$ cat src/hdl/tce_pkg.sv
// ----------------------------------------------------------------------------
// tce_pkg
// Shared sizes, codes and helpers for the text console engine.
// ----------------------------------------------------------------------------
package tce_pkg;

	// screen geometry
	localparam int COLS   = 80;
	localparam int ROWS   = 25;
	localparam int NCELLS = ROWS * COLS;

	localparam int COL_W  = $clog2(COLS);
	localparam int ROW_W  = $clog2(ROWS);
	localparam int ADDR_W = $clog2(NCELLS);

	// fixed field widths
	localparam int BYTE_W = 8;
	localparam int FUNC_W = 2;
	localparam int IDX_W  = 11;
	localparam int POS_W  = 11;
	localparam int CELL_W = 2 * BYTE_W;

	// item function codes
	localparam logic [FUNC_W-1:0] FUNC_PUT   = 2'd0;
	localparam logic [FUNC_W-1:0] FUNC_SET   = 2'd1;
	localparam logic [FUNC_W-1:0] FUNC_CLEAR = 2'd2;
	localparam logic [FUNC_W-1:0] FUNC_READ  = 2'd3;

	// control characters
	localparam logic [BYTE_W-1:0] CH_NL    = 8'd10;
	localparam logic [BYTE_W-1:0] CH_CR    = 8'd13;
	localparam logic [BYTE_W-1:0] CH_TAB   = 8'd9;
	localparam logic [BYTE_W-1:0] CH_BS    = 8'd8;
	localparam logic [BYTE_W-1:0] CH_SPACE = 8'h20;

	localparam int TAB_STEP = 8;

	localparam logic [BYTE_W-1:0] DEFAULT_COLOR_RST = 8'd7;

	// one write into the screen store
	typedef struct packed {
		logic              en;
		logic [ADDR_W-1:0] addr;
		logic [CELL_W-1:0] data;
	} ram_wr_t;

	// blank cell: space in the given attribute
	function automatic logic [CELL_W-1:0] blank_cell(input logic [BYTE_W-1:0] attr);
		return {attr, CH_SPACE};
	endfunction

endpackage

$ cat src/hdl/tce_addr_unit.sv
// ----------------------------------------------------------------------------
// tce_addr_unit
// Maps a logical row and column to a store address through the top-line
// offset, which makes a scroll a pointer move instead of a copy.
// ----------------------------------------------------------------------------
module tce_addr_unit (
	input  logic [tce_pkg::ROW_W-1:0]  row,
	input  logic [tce_pkg::COL_W-1:0]  col,
	input  logic [tce_pkg::ROW_W-1:0]  top,
	output logic [tce_pkg::ADDR_W-1:0] addr
);

	logic [tce_pkg::ROW_W:0]   row_sum;
	logic [tce_pkg::ROW_W-1:0] phys_row;

	always_comb begin
		row_sum = {1'b0, row} + {1'b0, top};
		// wrap around the circular line buffer
		if (row_sum >= (tce_pkg::ROW_W+1)'(tce_pkg::ROWS)) begin
			row_sum = row_sum - (tce_pkg::ROW_W+1)'(tce_pkg::ROWS);
		end
		phys_row = row_sum[tce_pkg::ROW_W-1:0];
		addr = tce_pkg::ADDR_W'(phys_row) * tce_pkg::ADDR_W'(tce_pkg::COLS)
			+ tce_pkg::ADDR_W'(col);
	end

endmodule

$ cat config.mk
export PLATFORM = sky130hd
export DESIGN_NAME = tce_addr_unit
export DESIGN_NICKNAME = d
export VERILOG_FILES = /design/src/hdl/tce_pkg.sv /design/src/hdl/tce_addr_unit.sv
export SDC_FILE = /design/constraint.sdc
export NUM_CORES = 1
export LEC_CHECK = 0
export BUFFER_PORTS_ARGS = -buffer_cell sky130_fd_sc_hd__buf_4
export CAP_MARGIN = 25
export CORE_MARGIN = 2
export CORE_UTILIZATION = 25
export DETAILED_ROUTE_END_ITERATION = 8
export PLACE_DENSITY = 0.57
export RECOVER_POWER = 50
export SYNTH_ARGS = -nofsm -noshare
export SYNTH_HDL_FRONTEND = slang
export SYNTH_SLANG_ARGS = --single-unit
export TNS_END_PERCENT = 100
$ cat constraint.sdc
create_clock -name vclk -period 6.1
set_input_delay 1.22 -clock vclk [all_inputs]
set_output_delay 1.22 -clock vclk [all_outputs]
set_load 0.05 [all_outputs]
==> impl_metrics.yaml, run 1 <==
final_layout:
  regArea_um2: 0
  n_antenna_cell: 0
  utilization: 0.498
  drive_gt1_frac: 0.614
  final_cell_mix: "buf_4 (47), ha_1 (11), buf_6 (6)"
  final_common_cell: "buf_4"
  instances_no_fill: 157
  fillers: 241
  seq_cell_count: 0
  final_area_um2: 1250
  clockBufferCount: 0
  nNetsFinal: 165
  syn2layout_area_growth_pct: 88.6
logic_synthesis:
  ys_types: 30
  ys_seq_area_frac: 0
  synth_area_leaders: "ha_1 (30%), xnor2_1 (11%), fa_1 (9.1%), a21oi_1 (4.5%), buf_4 (4.5%)"
  synth_top_area_cell: "ha_1"
  netlist_instances: 78
  synth_top_area_share: 0.303
  yosys_warnings: 0
  synth_area_um2: 661
  synth_area_per_cell_um2: 8.47
  postSynthNetCount: 114
routing:
  postRouteWirelength_um: 1620
  viasPerCell: 4.73
  ant_nets: 0
  drt_iter0_markers: 0
  avgRoutedWirePerCell_um: 10.3
  drtPass1Iterations: 1
  route.detailed.drc: 0
  vias: 742
placement:
  dp.final_hpwl_um: 1370
  gp_congestion: 0.735
  place_area_um2: 1070
  dp_cells: 148
  io_buffers: 20
  pre_cts_ws_ns: -0.482
floorplanning:
  core_region_area_um2: 2500
  chipHeight_um: 55.4
  io_pins: 28
  die_area_um2: 3070
  initial_core_util: 0.264
  dieWidth_um: 55.4
  rows: 18
global_route:
  grt_pass1_vias: 725
  grt_pass1_wl_um: 2790
  overflow: 0
  grt_max_degree: 6
  antenna_found_initial: 0
  track_usage: 0.103
worst_hold_path:
  hold_end: "addr[0]"
  holdPathStages: 0
  hold_path.class: "input port to output port"
  min_from: "col[0]"
cts:
  ctsHoldBuffers: 0
worst_setup_path:
  cp.required_ns: 4.88
  worst_path_most_repeated_cell: "ha_4"
  start_kind: "input port"
  endpoint_kind: "output port"
  path_cells: "buf_6, ha_4, fa_1, inv_2, ha_4, inv_2, o31a_1, a41o_1, nor2_2, mux2_4, ha_4, ha_4, fa_2, nand2_4, nor2b_4, o21ai_1, a221oi_2, buf_4, xnor2_4, buf_6"
  cp_num_buf_inv: 5
  cp_slowest_cell: "fa_2"
  cp_top_family: "adder cells"
  critical_path.max_stage_delay_ns: 0.56
  worstSetupPathType: "input port to output port"
  crit_path_max_fanout: 3
  arrival_ns: 5.19
timing:
  slew_headroom: 0.700
  rsz0062_at_grt: "yes"
  post-route-worst-setup-slack_ns: -0.307
  fmax_ghz: 0.156
  min_period_ns: 6.41
  max_slew.worst_pin.slew_ns: 0.445
  hold_violations: 0
  drv_slew: 0
  finalSetupViolCount: 1
  fin_crit_sh: 1.05
run_status:
  status: "complete, but fails checks"
  violations: "setup timing"
job:
  max-cap-violations: 0
[routing by layer]
| layer | track usage | vias up | routed length (µm) |
|---|---|---|---|
| met5 | 0 | - | 0 |
| met4 | 0 | 0 | 0 |
| met3 | 0.00234 | 0 | 58 |
| met2 | 0.223 | 16 | 926 |
| met1 | 0.113 | 342 | 635 |
| li1 | - | 384 | - |
[Yosys cell counts, types with 2 or more instances]
cell / count
nand2_1: 3
ha_1: 16
inv_1: 5
xnor2_1: 8
fa_1: 3
xor2_1: 2
o21ai_0: 4
nor2b_1: 3
a211o_1: 3
a21o_1: 2
buf_4: 4
a21oi_1: 6
nor2_1: 2
[worst max path at each step]
stage | from | endpoint | slack (ns) | depth (start not counted)
global route | row[0] | addr[10] | -0.47 | 20
floorplan | top[0] | addr[10] | -0.18 | 16
global placement | top[0] | addr[10] | -0.44 | 19
finish | row[0] | addr[10] | -0.31 | 20
detailed placement | top[0] | addr[10] | -0.48 | 20
CTS | row[0] | addr[10] | -0.29 | 20
[through the flow]
stage	setup TNS [ns]	hold WS (ns)
after global routing	-0.621	2.44
after global placement	-0.515	2.44
final	-0.307	2.44
after CTS	-0.331	2.44
after detailed placement	-0.612	2.44
after floorplan	-0.201	2.61
[what timing repair did]
item	4_1_cts	5_1_grt
pin swaps	15	10
resized for setup	17	10
buffers inserted	8	3
endpoints found under the setup margin	2	2
[final cells by class]
| cell class | count | area (µm²) | share of cell area |
|---|---|---|---|
| tap | 30 | 37.5 | 0.0301 |
| timing repair buffer | 53 | 420 | 0.337 |
| inverter | 5 | 18.8 | 0.0151 |
| multi-input combinational | 69 | 769 | 0.617 |
[kinds of logic (layout without fill, tap and decap cells)]
kind of cell,after synthesis,after routing,synth area share
AND/OR/NAND/NOR,15,15,0.123
multiplexers,2,2,0.0379
AO/OA/AOI/OAI,23,23,0.239
XOR/XNOR,10,10,0.133
adder cells (fa/ha/maj),19,19,0.394
buffers and inverters,9,58,0.0739
Power of run 1 is not shown: default switching activity piles up to over one toggle a cycle in this logic, so the estimate is an artifact.
==> run 2: changes to the inputs <==
--- a/config.mk
+++ b/config.mk
@@ -10,7 +10,7 @@
 export CORE_MARGIN = 2
 export CORE_UTILIZATION = 25
 export DETAILED_ROUTE_END_ITERATION = 8
-export PLACE_DENSITY = 0.57
+export PLACE_DENSITY = 0.55
 export RECOVER_POWER = 50
 export SYNTH_ARGS = -nofsm -noshare
 export SYNTH_HDL_FRONTEND = slang
==> constraint.sdc (replaced) <==
create_clock -name vclk -period 7.9
set_input_delay 1.58 -clock vclk [all_inputs]
set_output_delay 1.58 -clock vclk [all_outputs]
set_load 0.05 [all_outputs]
==> run 2 against run 1 <==
  * The flow now finishes without violations
  * Final area is 34% lower
  * Via count shrank 18%
  * Non-clock buffer count fell by 33
  * Global-route usage down 0.59 points
  * First-iteration DRC count is 7 higher
  * Critical path depth is 2 lower
  * Clock-buffer cell count is the same
  * Utilization is 17 points lower
  * Sequential share of layout area did not move
  * Final cell count decreased by 21%
  * Setup slack improved by 0.67 ns
  * Wire length decreased by 16%
  * Critical endpoint unchanged
  * Largest cell class unchanged
==> impl_metrics.yaml, run 2 (synthesis results as in run 1) <==
floorplanning:
  initial_core_util: 0.264
  rows: 18
  io_pins: 28
  chipHeight_um: 55.4
  die_area_um2: 3070
  dieWidth_um: 55.4
  core_region_area_um2: 2500
worst_setup_path:
  cp_slowest_cell: "fa_1"
  path_cells: "buf_4, ha_1, fa_1, inv_1, ha_1, o31a_1, a41o_1, nor2_2, mux2_1, ha_1, ha_1, fa_1, nand2_1, nor2b_1, o21ai_0, a221oi_2, xnor2_1, buf_4"
  start_kind: "input port"
  worst_path_most_repeated_cell: "ha_1"
  arrival_ns: 5.96
  worstSetupPathType: "input port to output port"
  cp-startpoint: "top[0]"
  cp.required_ns: 6.32
  critical_path.max_stage_delay_ns: 0.56
  endpoint_kind: "output port"
  crit_path_max_fanout: 3
routing:
  routed.top_layer: "met3"
  drt_iter0_markers: 7
  viasPerCell: 4.94
  wirelength_met1_um: 591
  wl_met3_um: 75
  postRouteWirelength_um: 1350
  dr_wl_met2_um: 686
  drtPass1Iterations: 4
  avgRoutedWirePerCell_um: 10.9
  vias: 612
  ant_nets: 0
  route.detailed.drc: 0
final_layout:
  regArea_um2: 0
  fillers: 277
  nNetsFinal: 132
  drive_gt1_frac: 0.245
  final_cell_mix: "buf_4 (19), ha_1 (16), xnor2_1 (8), a21oi_1 (6), inv_1 (5)"
  instances_no_fill: 124
  final_common_cell: "buf_4"
  n_antenna_cell: 0
  clockBufferCount: 0
  seq_cell_count: 0
  syn2layout_area_growth_pct: 24.2
worst_hold_path:
  hold_path.class: "input port to output port"
  min_from: "col[1]"
  holdPathStages: 0
timing:
  fin_setup_tns_ns: 0
  hold_violations: 0
  fmax_ghz: 0.133
  drv_slew: 0
  slew_headroom: 0.600
  finalSetupViolCount: 0
  fin_crit_sh: 0.954
  max_slew.worst_pin.slew_ns: 0.593
  min_period_ns: 7.54
  rsz0062_at_grt: "no"
global_route:
  overflow: 0
  grt_pass1_vias: 622
  grt_max_degree: 8
  antenna_found_initial: 0
  track_usage: 0.0968
  grt_pass1_wl_um: 2590
placement:
  io_buffers: 20
  dp.final_hpwl_um: 1190
  gp_congestion: 0.855
  dp_cells: 124
run_status:
  status: "finished, final reports clean"
job:
  max-cap-violations: 0
run 2: cell count changes in the layout (fill, tap and decap cells not counted), moves of 2 or more:
cell	delta
buf_4	-28
buf_6	-6
ha_1	+5
ha_4	-5
xnor2_1	+3
inv_1	+2
inv_2	-2
nor2_1	+2
o21ai_0	+2
xnor2_2	-2
run 2: cell type report:
class | count | area [µm²] | area share
Inverter | 5 | 18.8 | 0.0229
Tap cell | 30 | 37.5 | 0.0457
Multi-Input combinational cell | 69 | 618 | 0.753
Timing Repair Buffer | 20 | 146 | 0.178
run 2: per-layer routing:
layer	vias up	track usage
met2	16	0.185
met4	0	0.00348
li1	316	-
met5	-	0
met1	280	0.123
met3	0	0.00703
run 2: repair_timing:
item                                    in CTS  in global routing
endpoints found under the setup margin       0                  1
hold buffers                                 0                  0
resized for setup                            0                  1
buffers inserted                             0                  0
run 2: final timing paths:
| path | end | slack [ns] |
|---|---|---|
| min | addr[1] | 3.16 |
| max | addr[10] | 0.36 |
run 2: stage by stage:
| step | hold slack (ns) | worst slack (ns) | cell area [µm²] | util |
|---|---|---|---|---|
| 2_1_floorplan | 3.33 | 0.398 | 661 | - |
| 3_3_place_gp | 3.16 | 0.375 | 818 | 0.327 |
| 3_5_place_dp | 3.16 | 0.290 | 818 | 0.327 |
| 5_1_grt | 3.16 | 0.0402 | 821 | 0.328 |
| 4_1_cts | 3.16 | 0.276 | 818 | 0.327 |
| 6_report | 3.16 | 0.361 | 821 | 0.328 |
run 2: critical path: cells and delay by family:
family | cells | cell delay [ns]
adders and majority gates | 6 | 2.06
AOI/OAI and AO/OA | 4 | 1.00
buffers and inverters | 3 | 0.41
muxes | 1 | 0.40
and+or+nand+nor | 3 | 0.38
xor gates and xnor gates | 1 | 0.15
Power of run 2 is left out for the same reason.
